**config.mk**
```make
export PLATFORM = sky130hd
export DESIGN_NAME = modbus_slave_data_table_core
export DESIGN_NICKNAME = d
export VERILOG_FILES = /design/src/rtl/core/mdt_pkg.sv /design/src/rtl/core/mdt_ram.sv /design/src/rtl/core/modbus_slave_data_table_core.sv
export VERILOG_INCLUDE_DIRS = /design/src /design/src/rtl/core
export SDC_FILE = /design/constraint.sdc
export NUM_CORES = 2
export LEC_CHECK = 0
export BUFFER_PORTS_ARGS = -buffer_cell sky130_fd_sc_hd__buf_4
export CAP_MARGIN = 20
export CORE_MARGIN = 2
export CORE_UTILIZATION = 30
export CTS_CLUSTER_DIAMETER = 150
export DETAILED_ROUTE_END_ITERATION = 12
export PLACE_DENSITY = 0.44
export SYNTH_ARGS = -nofsm -noshare
export SYNTH_HDL_FRONTEND = slang
export SYNTH_SLANG_ARGS = --single-unit
```
**constraint.sdc**
```tcl
create_clock -name clock -period 8.2 [get_ports clock]
set_clock_uncertainty 0.1 [all_clocks]
set_input_delay 1.64 -clock clock [delete_from_list [all_inputs] [get_ports clock]]
set_output_delay 1.64 -clock clock [all_outputs]
set_load 0.01 [all_outputs]
```
**src/rtl/core/modbus_slave_data_table_core_macros.svh**
```systemverilog
// assertion helpers for the data table core, sampled on clock, off during reset
`ifndef MODBUS_SLAVE_DATA_TABLE_CORE_MACROS_SVH
`define MODBUS_SLAVE_DATA_TABLE_CORE_MACROS_SVH

// same-cycle implication
`define MDT_ASSERT_IMP(lbl, ante, cons, msg) \
   lbl: assert property (@(posedge clock) disable iff (reset) (ante) |-> (cons)) \
      else $error(msg);

// next-cycle implication
`define MDT_ASSERT_NXT(lbl, ante, cons, msg) \
   lbl: assert property (@(posedge clock) disable iff (reset) (ante) |=> (cons)) \
      else $error(msg);

`endif

```
**src/rtl/core/mdt_pkg.sv**
```systemverilog
`default_nettype none
package mdt_pkg;

   localparam int HOLDING_DEPTH_DEF  = 100;
   localparam int COIL_DEPTH_DEF     = 100;
   localparam int DISCRETE_DEPTH_DEF = 100;
   localparam int ADDRESS_BASE_DEF   = 1;

   // holding register indexes with side effects
   localparam int IDX_WD_RELOAD = 18;
   localparam int IDX_COIL_LO   = 50;
   localparam int IDX_COIL_HI   = 51;
   localparam int IDX_WD_SET    = 52;

   localparam int WD_RESET_VALUE = 1000;
   localparam int BYTE_MASK      = 'hff;

   typedef enum logic [2:0] {
      OP_TICK    = 3'd0,
      OP_RD_DISC = 3'd1,
      OP_RD_COIL = 3'd2,
      OP_WR_COIL = 3'd3,
      OP_RD_HOLD = 3'd4,
      OP_WR_HOLD = 3'd5,
      OP_LD_DISC = 3'd6,
      OP_NONE    = 3'd7
   } op_type;

endpackage
`default_nettype wire

```
**src/rtl/core/mdt_ram.sv**
```systemverilog
`default_nettype none
module mdt_ram #(
   parameter int WIDTH = 16,
   parameter int DEPTH = 100,
   localparam int AW = $clog2(DEPTH)
) (
   input  logic             clock,
   input  logic             we,
   input  logic [AW-1:0]    waddr,
   input  logic [WIDTH-1:0] wdata,
   input  logic [AW-1:0]    raddr,
   output logic [WIDTH-1:0] rdata
);

   logic [WIDTH-1:0] mem [DEPTH];
   logic [WIDTH-1:0] q_ff;

   always_ff @(posedge clock) begin
      if (we) begin
         mem[waddr] <= wdata;
      end
      q_ff <= mem[raddr];
   end

   assign rdata = q_ff;

endmodule
`default_nettype wire

```
**src/rtl/core/modbus_slave_data_table_core.sv**
```systemverilog
// channel   | ports                                         | handshake
// ----------+-----------------------------------------------+-------------------------------
// request   | req_op req_start req_count req_elem_offset    | beat taken when start && !busy
//           | req_wdata req_last                            |
// response  | rsp_rdata rsp_status rsp_timeout_error        | one beat per request, valid
//           | rsp_coil_word                                 | while rsp_strobe, one cycle
//
// one request at a time: the shortest beats (tick, failed check, unused op, load past
// the table) go from decode straight to the closing state, the longest (coil chunk write)
// runs a read-modify-write through the registered-read holding and bit memories
// after reset a clearing pass over max(holding depth, coil bytes + discrete bytes) addresses
// runs with busy high; the response side cannot stall, each result shows for one cycle
`default_nettype none
`include "modbus_slave_data_table_core_macros.svh"
module modbus_slave_data_table_core
   import mdt_pkg::*;
#(
   parameter int HOLDING_DEPTH  = HOLDING_DEPTH_DEF,
   parameter int COIL_DEPTH     = COIL_DEPTH_DEF,
   parameter int DISCRETE_DEPTH = DISCRETE_DEPTH_DEF,
   parameter int ADDRESS_BASE   = ADDRESS_BASE_DEF
) (
   input  logic        clock,
   input  logic        reset,
   input  logic        start,
   output logic        busy,
   input  logic [2:0]  req_op,
   input  logic [15:0] req_start,
   input  logic [10:0] req_count,
   input  logic [10:0] req_elem_offset,
   input  logic [15:0] req_wdata,
   input  logic        req_last,
   output logic        rsp_strobe,
   output logic [15:0] rsp_rdata,
   output logic        rsp_status,
   output logic        rsp_timeout_error,
   output logic [15:0] rsp_coil_word
);

   // bit memory: coil bytes first, then discrete bytes
   localparam int CB    = (COIL_DEPTH + 7) / 8;
   localparam int DB    = (DISCRETE_DEPTH + 7) / 8;
   localparam int BB    = CB + DB;
   localparam int BAW   = $clog2(BB);
   localparam int HAW   = $clog2(HOLDING_DEPTH);
   localparam int CLR_N = (BB > HOLDING_DEPTH) ? BB : HOLDING_DEPTH;
   localparam int CLW   = $clog2(CLR_N);

   localparam logic [16:0] LIM_HOLD = 17'(ADDRESS_BASE + HOLDING_DEPTH);
   localparam logic [16:0] LIM_COIL = 17'(ADDRESS_BASE + COIL_DEPTH);
   localparam logic [16:0] LIM_DISC = 17'(ADDRESS_BASE + DISCRETE_DEPTH);

   typedef enum logic [3:0] {
      S_CLEAR, S_IDLE, S_DECODE,
      S_BRD0, S_BRD1, S_BRD2, S_BWR0, S_BWR1,
      S_HRD0, S_HRD1, S_HWR, S_HSET,
      S_CCP0, S_CCP1, S_DLD, S_DONE
   } state_type;

   state_type state_ff;
   logic [CLW-1:0] clr_cnt_ff;

   // latched request beat
   op_type      op_ff;
   logic [15:0] start_ff;
   logic [10:0] count_ff;
   logic [10:0] off_ff;
   logic [15:0] wdata_ff;
   logic        last_ff;

   // decoded request
   logic [16:0] pos_ff;
   logic [3:0]  len_ff;
   logic [15:0] mask_ff;
   logic [7:0]  b0_ff;
   logic [15:0] win_ff;
   logic [15:0] rdata_ff;
   logic        status_ff;
   logic        reload_go_ff;

   // watchdog and shadows of memory words the block needs every item
   logic [15:0] wd_ff;
   logic        tmo_ff;
   logic [15:0] reload_ff;
   logic [15:0] coil_lo_ff;

   logic        rsp_strobe_ff;
   logic [15:0] rsp_rdata_ff;
   logic        rsp_status_ff;
   logic        rsp_timeout_error_ff;
   logic [15:0] rsp_coil_word_ff;

   // memory ports
   logic           hwe;
   logic [HAW-1:0] hwaddr;
   logic [15:0]    hwdata;
   logic [HAW-1:0] hraddr;
   logic [15:0]    hq;
   logic           bwe;
   logic [BAW-1:0] bwaddr;
   logic [7:0]     bwdata;
   logic [BAW-1:0] braddr;
   logic [7:0]     bq;

   // decode
   logic [16:0] end_sum;
   logic        base_ok;
   logic        rng_ok;
   logic        is_table;
   logic        off_lt;
   logic [10:0] rem;
   logic [3:0]  len;
   logic [16:0] pos;
   logic        hold_go;

   // chunk datapath
   logic [2:0]  shift;
   logic [15:0] lenmask;
   logic [7:0]  b1;
   logic [15:0] win;
   logic [15:0] rd_chunk;
   logic [15:0] new_win;
   logic [14:0] k_full;
   logic [14:0] k1_full;
   logic [14:0] ccp_addr;

   mdt_ram #(.WIDTH(16), .DEPTH(HOLDING_DEPTH)) u_hold_ram (
      .clock (clock),
      .we    (hwe),
      .waddr (hwaddr),
      .wdata (hwdata),
      .raddr (hraddr),
      .rdata (hq)
   );

   mdt_ram #(.WIDTH(8), .DEPTH(BB)) u_bit_ram (
      .clock (clock),
      .we    (bwe),
      .waddr (bwaddr),
      .wdata (bwdata),
      .raddr (braddr),
      .rdata (bq)
   );

   // range check, chunk length and table position of the latched beat
   always_comb begin
      end_sum = {1'b0, start_ff} + 17'(count_ff);
      base_ok = start_ff >= 16'(ADDRESS_BASE);
      unique case (op_ff)
         OP_RD_DISC: begin
            rng_ok   = base_ok && (end_sum <= LIM_DISC);
            is_table = 1'b1;
         end
         OP_RD_COIL, OP_WR_COIL: begin
            rng_ok   = base_ok && (end_sum <= LIM_COIL);
            is_table = 1'b1;
         end
         OP_RD_HOLD, OP_WR_HOLD: begin
            rng_ok   = base_ok && (end_sum <= LIM_HOLD);
            is_table = 1'b1;
         end
         default: begin
            rng_ok   = 1'b0;
            is_table = 1'b0;
         end
      endcase
      off_lt  = off_ff < count_ff;
      rem     = count_ff - off_ff;
      len     = !off_lt ? 4'd0 : ((rem >= 11'd8) ? 4'd8 : rem[3:0]);
      pos     = 17'(start_ff - 16'(ADDRESS_BASE)) + 17'(off_ff);
      hold_go = rng_ok && off_lt && (pos < 17'(HOLDING_DEPTH));
   end

   // chunk window over two neighboring bytes
   always_comb begin
      shift    = pos_ff[2:0];
      lenmask  = (16'd1 << len_ff) - 16'd1;
      b1       = (mask_ff[15:8] != 8'd0) ? bq : 8'd0;
      win      = {b1, b0_ff};
      rd_chunk = (win >> shift) & lenmask;
      new_win  = (win & ~mask_ff) | ((16'(wdata_ff[7:0]) << shift) & mask_ff);
      k_full   = 15'(pos_ff[16:3]) + ((op_ff == OP_RD_DISC) ? 15'(CB) : 15'd0);
      k1_full  = k_full + 15'd1;
      ccp_addr = (pos_ff == 17'(IDX_COIL_HI)) ? 15'd2 : 15'd0;
   end

   // memory port control
   always_comb begin
      hwe    = 1'b0;
      hwaddr = pos_ff[HAW-1:0];
      hwdata = wdata_ff;
      hraddr = pos_ff[HAW-1:0];
      bwe    = 1'b0;
      bwaddr = BAW'(k_full);
      bwdata = win_ff[7:0];
      braddr = BAW'(k_full);
      unique case (state_ff)
         S_CLEAR: begin
            hwe    = int'(clr_cnt_ff) < HOLDING_DEPTH;
            hwaddr = HAW'(clr_cnt_ff);
            hwdata = (int'(clr_cnt_ff) == IDX_WD_RELOAD) ? 16'(WD_RESET_VALUE) : 16'd0;
            bwe    = int'(clr_cnt_ff) < BB;
            bwaddr = BAW'(clr_cnt_ff);
            bwdata = 8'd0;
         end
         S_BRD1: begin
            braddr = BAW'(k1_full);
         end
         S_BWR0: begin
            bwe = 1'b1;
         end
         S_BWR1: begin
            bwe    = 1'b1;
            bwaddr = BAW'(k1_full);
            bwdata = win_ff[15:8];
         end
         S_HWR: begin
            hwe = 1'b1;
         end
         S_HSET: begin
            hwe    = 1'b1;
            hwaddr = HAW'(IDX_WD_RELOAD);
            hwdata = {6'd0, wdata_ff[7:0], 2'd0};
         end
         S_CCP0: begin
            bwe    = 1'b1;
            bwaddr = BAW'(ccp_addr);
            bwdata = wdata_ff[7:0];
         end
         S_CCP1: begin
            bwe    = 1'b1;
            bwaddr = BAW'(ccp_addr + 15'd1);
            bwdata = wdata_ff[15:8];
         end
         S_DLD: begin
            bwe    = 1'b1;
            bwaddr = BAW'(15'(CB) + 15'(off_ff));
            bwdata = wdata_ff[7:0];
         end
         default: begin
         end
      endcase
   end

   // sequencer with its registered outputs
   always_ff @(posedge clock) begin
      if (reset) begin
         state_ff      <= S_CLEAR;
         clr_cnt_ff    <= '0;
         wd_ff         <= 16'(WD_RESET_VALUE);
         tmo_ff        <= 1'b0;
         reload_ff     <= 16'(WD_RESET_VALUE);
         coil_lo_ff    <= 16'd0;
         rsp_strobe_ff <= 1'b0;
      end else begin
         // strobe for exactly the cycle after the closing state
         rsp_strobe_ff <= (state_ff == S_DONE);

         // keep coil bits 0..15 mirrored for the response
         if (bwe && (bwaddr == BAW'(0))) begin
            coil_lo_ff[7:0] <= bwdata;
         end
         if (bwe && (bwaddr == BAW'(1))) begin
            coil_lo_ff[15:8] <= bwdata;
         end

         unique case (state_ff)
            S_CLEAR: begin
               if (clr_cnt_ff == CLW'(CLR_N - 1)) begin
                  state_ff <= S_IDLE;
               end else begin
                  clr_cnt_ff <= clr_cnt_ff + CLW'(1);
               end
            end
            S_IDLE: begin
               if (start) begin
                  op_ff    <= op_type'(req_op);
                  start_ff <= req_start;
                  count_ff <= req_count;
                  off_ff   <= req_elem_offset;
                  wdata_ff <= req_wdata;
                  last_ff  <= req_last;
                  state_ff <= S_DECODE;
               end
            end
            S_DECODE: begin
               pos_ff       <= pos;
               len_ff       <= len;
               rdata_ff     <= 16'd0;
               status_ff    <= is_table && !rng_ok;
               reload_go_ff <= is_table && rng_ok && last_ff;
               unique case (op_ff)
                  OP_TICK: begin
                     if (reload_ff != 16'd0) begin
                        if (wd_ff != 16'd0) begin
                           wd_ff <= wd_ff - 16'd1;
                        end else begin
                           tmo_ff <= 1'b1;
                        end
                     end else begin
                        tmo_ff <= 1'b0;
                     end
                     state_ff <= S_DONE;
                  end
                  OP_RD_DISC, OP_RD_COIL, OP_WR_COIL: begin
                     state_ff <= (rng_ok && (len != 4'd0)) ? S_BRD0 : S_DONE;
                  end
                  OP_RD_HOLD: begin
                     state_ff <= hold_go ? S_HRD0 : S_DONE;
                  end
                  OP_WR_HOLD: begin
                     state_ff <= hold_go ? S_HWR : S_DONE;
                  end
                  OP_LD_DISC: begin
                     state_ff <= (off_ff < 11'(DB)) ? S_DLD : S_DONE;
                  end
                  default: begin
                     state_ff <= S_DONE;
                  end
               endcase
            end
            S_BRD0: begin
               mask_ff  <= lenmask << shift;
               state_ff <= S_BRD1;
            end
            S_BRD1: begin
               b0_ff    <= bq;
               state_ff <= S_BRD2;
            end
            S_BRD2: begin
               if (op_ff == OP_WR_COIL) begin
                  win_ff   <= new_win;
                  state_ff <= S_BWR0;
               end else begin
                  rdata_ff <= rd_chunk;
                  state_ff <= S_DONE;
               end
            end
            S_BWR0: begin
               state_ff <= (mask_ff[15:8] != 8'd0) ? S_BWR1 : S_DONE;
            end
            S_BWR1: begin
               state_ff <= S_DONE;
            end
            S_HRD0: begin
               state_ff <= S_HRD1;
            end
            S_HRD1: begin
               rdata_ff <= hq;
               state_ff <= S_DONE;
            end
            S_HWR: begin
               if (pos_ff == 17'(IDX_WD_RELOAD)) begin
                  reload_ff <= wdata_ff;
               end
               priority if (pos_ff == 17'(IDX_COIL_LO) || pos_ff == 17'(IDX_COIL_HI)) begin
                  state_ff <= S_CCP0;
               end else if (pos_ff == 17'(IDX_WD_SET) && wdata_ff[15:8] == 8'd1) begin
                  state_ff <= S_HSET;
               end else begin
                  state_ff <= S_DONE;
               end
            end
            S_HSET: begin
               reload_ff <= {6'd0, wdata_ff[7:0] & 8'(BYTE_MASK), 2'd0};
               state_ff  <= S_DONE;
            end
            S_CCP0: begin
               state_ff <= S_CCP1;
            end
            S_CCP1: begin
               state_ff <= S_DONE;
            end
            S_DLD: begin
               state_ff <= S_DONE;
            end
            S_DONE: begin
               // reload sees register 18 after any side effect of this beat
               if (reload_go_ff) begin
                  wd_ff <= reload_ff;
               end
               rsp_rdata_ff         <= rdata_ff;
               rsp_status_ff        <= status_ff;
               rsp_timeout_error_ff <= tmo_ff;
               rsp_coil_word_ff     <= coil_lo_ff;
               state_ff             <= S_IDLE;
            end
            default: begin
               state_ff <= S_IDLE;
            end
         endcase
      end
   end

   assign busy              = state_ff != S_IDLE;
   assign rsp_strobe        = rsp_strobe_ff;
   assign rsp_rdata         = rsp_rdata_ff;
   assign rsp_status        = rsp_status_ff;
   assign rsp_timeout_error = rsp_timeout_error_ff;
   assign rsp_coil_word     = rsp_coil_word_ff;

   // every beat passes through idle and decode before its closing state, so strobes never touch
   `MDT_ASSERT_NXT(a_strobe_pulse, rsp_strobe, !rsp_strobe, "back-to-back response strobes")
   // an accepted beat is in flight on the next cycle with no stray response
   `MDT_ASSERT_NXT(a_accept_busy, start && !busy, busy && !rsp_strobe, "accept did not go busy")
   // memories are only written by the clearing pass or an active beat
   `MDT_ASSERT_IMP(a_idle_quiet, state_ff == S_IDLE, !hwe && !bwe, "memory write while idle")
   // timeout only latches on a tick
   `MDT_ASSERT_IMP(a_tmo_tick, $rose(tmo_ff),
      $past(state_ff == S_DECODE && op_ff == OP_TICK), "timeout set outside a tick")

endmodule
`default_nettype wire
```
# ---- After elaboration in Yosys (flattened, before gate mapping)
# Memories as Yosys holds them, arrays and structs flattened. A register that Yosys moved wholly into a read port is not among the register bits.
# Index checks and enable logic that the tools add are counted.
dict set report word_totals {
  regBits 232
  ramBits 1808
  in_bits 61
  output_inout_bits 36
  n_memories 2
}
dict set report op_classes {
  addsub 11
  magnitude_cmp 8
  n_eq_ne 39
  shifts 4
  mux 42
  n_bitwise 7
  reduce_logical 40
}
# name depth width read_ports rd_ports_with_merged_regs write_ports line
set memory_table {}
lappend memory_table {u_hold_ram.mem 100 16 1 1 1 mdt_ram.sv:15} ;# logic [WIDTH-1:0] mem [DEPTH];
lappend memory_table {u_bit_ram.mem 26 8 1 1 1 mdt_ram.sv:15}
# operator n
set op_table {}
lappend op_table {{2-to-1 mux 16 bit} 6}
lappend op_table {{one-hot mux 16 bit (2 select lines)} 3}
lappend op_table {{equality test 17 x 6 -> 1 bit, second input constant} 3}
lappend op_table {{bitwise AND 16 bit} 3}
lappend op_table {{one-hot mux 16 bit (3 select lines)} 1}
lappend op_table {{one-hot mux 4 bit (12 select lines)} 1}
lappend op_table {{equality test 4 bit, second input constant} 8}
lappend op_table {{2-to-1 mux 4 bit} 8}
lappend op_table {{one-hot mux 8 bit (4 select lines)} 1}
lappend op_table {{nonzero test 16 bit} 2}
lappend op_table {{subtractor 16 x 1 -> 16 bit, second input constant} 2}
lappend op_table {{one-hot mux 5 bit (5 select lines)} 1}
lappend op_table {{adder 16 x 11 -> 17 bit} 1}
lappend op_table {{adder 17 x 11 -> 17 bit} 1}
lappend op_table {{equality test 17 x 5 -> 1 bit, second input constant} 1}
lappend op_table {{<= comparator 17 x 7 -> 1 bit, second input constant} 1}
lappend op_table {{less-than comparator 17 x 7 -> 1 bit, second input constant} 1}
lappend op_table {{subtractor 16 x 1 -> 17 bit, second input constant} 1}
lappend op_table {{equality test 4 x 3 -> 1 bit, second input constant} 4}
lappend op_table {{greater-or-equal comparator 16 x 1 -> 1 bit, second input constant} 1}
lappend op_table {{inequality test 2 bit, second input constant} 8}
lappend op_table {{NOT 16 bit} 1}
lappend op_table {{OR 16 bit} 1}
lappend op_table {{one-hot mux 4 bit (4 select lines)} 1}
lappend op_table {{51 further kinds} 90}

# ---- Depth between registers and ports, before layout
dict set report depth {
  ltp_word 9
  ltp_mapped 15
  mapped_depth_nobuf 15
}

# ---- Cells and area by module
# A second synthesis with hierarchy kept.
dict set report unflattened {
  cells_unflattened 4600
  hier_area_um2 84305.9
}
# mod instances cells_each area_per_inst_um2 seq_area_each_um2
set modules_own_cells {}
lappend modules_own_cells {{mdt_ram (u_hold_ram)} 1 2669 61833.1 48366.4}
lappend modules_own_cells {modbus_slave_data_table_core 1 1458 14008.4 6356.1}
lappend modules_own_cells {{mdt_ram (u_bit_ram)} 1 473 8464.4 6406.1}

# ---- Worst setup path before layout
# Ideal clock, no wire load.
dict set report synth_path {
  path_kind {in2reg}
  from {input port reset}
  to {register count_ff[0], enable pin}
  t_arrival_ns 6.085
  t_required_ns 7.543
  slack_ns 1.457
  path_stages 2
  path_buffers 1
  cell_sequence {clkbuf_1 -> nor3b_1}
}
dict set report synth_between {
  elab_chain_len 2
}
# item line
set synth_lines {}
lappend synth_lines {{start: declaration} modbus_slave_data_table_core.sv:24} ;# input logic reset,
lappend synth_lines {{NOT 1 bit (no line)} n/a}
lappend synth_lines {{AND reduction 3 bit (no line)} n/a}
lappend synth_lines {{end signal: assignment} modbus_slave_data_table_core.sv:279} ;# count_ff <= req_count;
lappend synth_lines {{end: declaration} modbus_slave_data_table_core.sv:66} ;# logic [10:0] count_ff;
# Every way passes these cells.
# A chain may end at the register's enable or synchronous reset.

# ---- Final worst setup path
dict set report layout_path {
  from {register state_ff[2]}
  to {memory u_hold_ram.mem[63][10], enable pin}
}
dict set report layout_between {
  elab_chain_len 5
  word_cells_on_any_way 8
  cone_classes {eq/ne (2); mux (4); reduce/logical (2)}
}
# item line
set layout_lines {}
lappend layout_lines {{start: declaration} modbus_slave_data_table_core.sv:60} ;# state_type state_ff;
lappend layout_lines {{start signal: assignment} modbus_slave_data_table_core.sv:306} ;# state_ff <= (rng_ok && (len != 4'd0)) ? S_BRD0 : S_DONE;
lappend layout_lines {{start signal: assignment} modbus_slave_data_table_core.sv:309} ;# state_ff <= hold_go ? S_HRD0 : S_DONE;
lappend layout_lines {{start signal: assignment} modbus_slave_data_table_core.sv:312} ;# state_ff <= hold_go ? S_HWR : S_DONE;
lappend layout_lines {{equality test 4 bit} modbus_slave_data_table_core.sv:197} ;# unique case (state_ff)
lappend layout_lines {{OR reduction 2 bit (no line)} n/a}
lappend layout_lines {{one-hot mux 1 bit (2 select lines)} modbus_slave_data_table_core.sv:197}
lappend layout_lines {{2-to-1 mux 1 bit} mdt_ram.sv:19} ;# if (we) begin
lappend layout_lines {{2-to-1 mux 1 bit (implied by the code)} mdt_ram.sv:20} ;# mem[waddr] <= wdata;
lappend layout_lines {{end: declaration} mdt_ram.sv:15}
# Several ways; a longest one is shown, not always the timed one.

==> reports/metrics.yaml <==
drt:
  wl_per_cell_um: 27.2
  detail-route-antenna-nets: 0
  dr_wl_met3_um: 10500
  wl_met1_um: 105000
  top_layer: "met4"
  num_vias: 42000
  drt-initial-drc-count: 3775
  drt_pre_antenna_iters: 6
  dr_wl_met2_um: 109000
  drc: 0
  wirelength_um: 229000
  viasPerCell: 4.99
logic_synthesis:
  synthSimpleGateAreaFrac_pct: 3.95
  synth_edf_count: 1979
  synth_commonest_cells: "edfxtp_1, mux4_2, nor2_1"
  synth_top_family_by_area: "multiplexers"
  synth_cells: 4315
  synth_top_area_cell: "edfxtp_1"
  synth-xor-area-share_pct: 0.419
  synth_nets: 4445
  ys_ff_latch: 2064
  synth_area_um2: 83700
  synth_top_area_share_pct: 71.0
  synth_warnings: 0
  ys_top_cells_by_area: "edfxtp_1, mux4_2, dfxtp_1, nor2_1, ha_1"
  synth_compound_area_share_pct: 3.14
  ys.flop_type: "edfxtp_1"
  yosys.area_share.adder_pct: 1.06
  muxShareOfSynthArea_pct: 16.7
  avgSynthCellArea_um2: 19.4
  yosysSeqAreaShare_pct: 73.1
  yosysMostFrequentCell: "edfxtp_1"
  synthArstFlopShare_pct: 0
  synth_cell_types: 83
pwr:
  p_total_mw: 21.4
  ir_drop_uv: 208
  p_leak_nw: 30.9
  power.density_nw_per_um2: 222
critical_path:
  end_kind: "flop"
  path_cells: "inv_1, nand2_1, nor2_1, buf_4, nor2_1, nand2_1, o21ai_1, nand3_2, nor2_2"
  cpPeakStageDelay_ns: 1.15
  path_delay_family: "simple AND/OR/NAND/NOR gates"
  cpMaxStageDelayCell: "nor2_2"
  cp_num_buf_inv: 2
  startpoint_type: "flop"
  worstPathMaxFanout: 21
  worst_ep_arrival_time_ns: 5.62
  crit_type: "flop to flop"
  critPathRequiredTime_ns: 8.57
global_routing:
  grt_pass1_wl_um: 326000
  grt_util_all_layers_pct: 15.9
  antenna_found_initial: 12
  overflow: 0
  first_global_vias: 42600
  grt_max_degree: 113
place:
  place_area_um2: 89500
  dpl.hpwl_um: 139000
  gp_congestion: 0.798
  numPlacedInstances: 8012
  dpl_worst_slack_ns: 2.95
  place.port_buffers: 96
clock_tree:
  cts.htree.levels: 4
  tritoncts: "done"
  clk_path_buf_depth: 3
  post_cts_resized: 0
  clock-sinks: 2064
  cts_made_buffers: 219
  cts_root_buffer: "clkbuf_16"
  clock_latency_ns: 0.86
  ctsHoldBuffers: 0
  post_cts.repair.setup_buffers: 0
  clk_pin_slew_ns: 0.06
timing:
  slew_viol_final: 0
  post-route-min-period_ns: 5.25
  fin_crit_sh_pct: 64.1
  setup_tns_ns: 0
  slew-limit-headroom_pct: 21.7
  finalHoldViolCount: 0
  setup_viol_count_final: 0
  fmax_mhz: 190
  grt_setup_unrepaired: "false"
  worst_slack_ns: 2.95
  tightest_slew_ns: 1.17
status:
  status: "completed"
floorplan:
  dieHeight_um: 532
  die_w_um: 532
  io_pins: 97
  initial_core_util_pct: 30.2
  row_count: 193
  core_um2: 277000
  dieArea_um2: 283000
cells_and_area:
  nets: 4663
  final_cells: 8423
  final_area_um2: 96700
  drive_gt1_share_pct: 27.5
  area_delta_synth_final_pct: 15.5
run:
  cap_violations: 0
min_path:
  hold_path_class: "flop to flop"
[cell families after synthesis]
group | after synthesis
compound gates | 417
xor+xnor | 40
fa+ha+maj | 69
buf+inv | 311
flops | 2064
mux | 688
simple gates | 726
[worst reg2reg max path, cell delays in order, from the launching register on]
cell	delay [ns]
dfxtp_1	0.86
inv_1	0.21
nand2_1	0.18
nor2_1	0.06
buf_4	0.20
nor2_1	0.63
nand2_1	0.12
o21ai_1	0.37
nand3_2	0.95
nor2_2	1.20
[per-stage QoR]
| step | utilization (%) | hold slack (ns) |
|---|---|---|
| 2_1_floorplan | - | 0.300 |
| 3_3_place_gp | 32.3 | 0.304 |
| 3_5_place_dp | 32.3 | 0.307 |
| 4_1_cts | 34.9 | 0.323 |
| 5_1_grt | 34.9 | 0.338 |
| 6_report | 34.9 | 0.323 |
[path summary, 6_finish.rpt]
| kind | from | to | slack, ns | depth (start not counted) |
|---|---|---|---|---|
| worst max-delay path | state_ff[2] | u_hold_ram.mem[63][10] | 2.95 | 9 |
| worst max register to register | state_ff[2] | u_hold_ram.mem[63][10] | 2.95 | 9 |
| worst min register to register | status_ff | rsp_status | 0.32 | 0 |
| worst min-delay path | status_ff | rsp_status | 0.32 | 0 |
[layout make-up]
cell class / count / area (µm²)
diodes: 4 / 10.0
clock buffers: 279 / 5880
clock inverters: 123 / 1250
fillers: 25900 / 180000
inverters: 84 / 315
multi-input cells: 1940 / 21600
flip-flops and latches: 2064 / 61100
well taps: 3705 / 4640
repair buffers: 224 / 1810
[per-layer routing]
metal	track usage (%)	vias to the layer above
met3	2.49	249
li1	-	18100
met4	3.36	0
met5	0	-
met1	22.8	22600
met2	25.6	1025
[registers in the layout, summed over array words and instances, names as in the netlist, 4 cells and up]
register / count
start_ff: 16
wd_ff: 16
coil_lo_ff: 16
count_ff: 11
pos_ff: 17
clr_cnt_ff: 7
off_ff: 11
len_ff: 4
state_ff: 4
rsp_coil_word: 16
u_bit_ram.mem: 208
win_ff: 16
wdata_ff: 16
b0_ff: 8
u_hold_ram.rdata: 16
rdata_ff: 16
u_hold_ram.mem: 1600
rsp_rdata: 16
u_bit_ram.rdata: 8
mask_ff: 16
reload_ff: 16
[layout by cell type (no fill, tap or decap), types with 12 or more instances in the layout]
cell type  instances
edfxtp_1        1979
mux4_2           564
clkbuf_16        223
buf_4            211
nand2_1          202
nor2_1           183
a21oi_1          107
nor2_2            92
o21ai_0           90
dfxtp_1           85
inv_1             83
mux2i_1           78
ha_1              66
clkbuf_1          47
nand3_1           42
mux2_2            41
clkinv_1          41
clkinv_2          39
nor3_1            32
o21ai_1           29
nor4_1            23
a22oi_1           22
o211ai_1          21
xnor2_1           19
o22ai_1           19
xor2_1            18
a31oi_1           17
nand4_1           17
bufinv_16         17
nand2b_1          14
a21o_1            14
nor2b_1           13
o21a_1            13
a211oi_1          12
or2_1             12
[report_power, final]
part	switching (mW)	internal, mW	leakage (nW)
Sequential	0.0140	11.4	19.0
Clock	4.20	5.62	3.48
Combinational	0.115	0.0502	8.43
Total	4.33	17.1	30.9
Note: power is estimated with default switching activity, not from simulation.
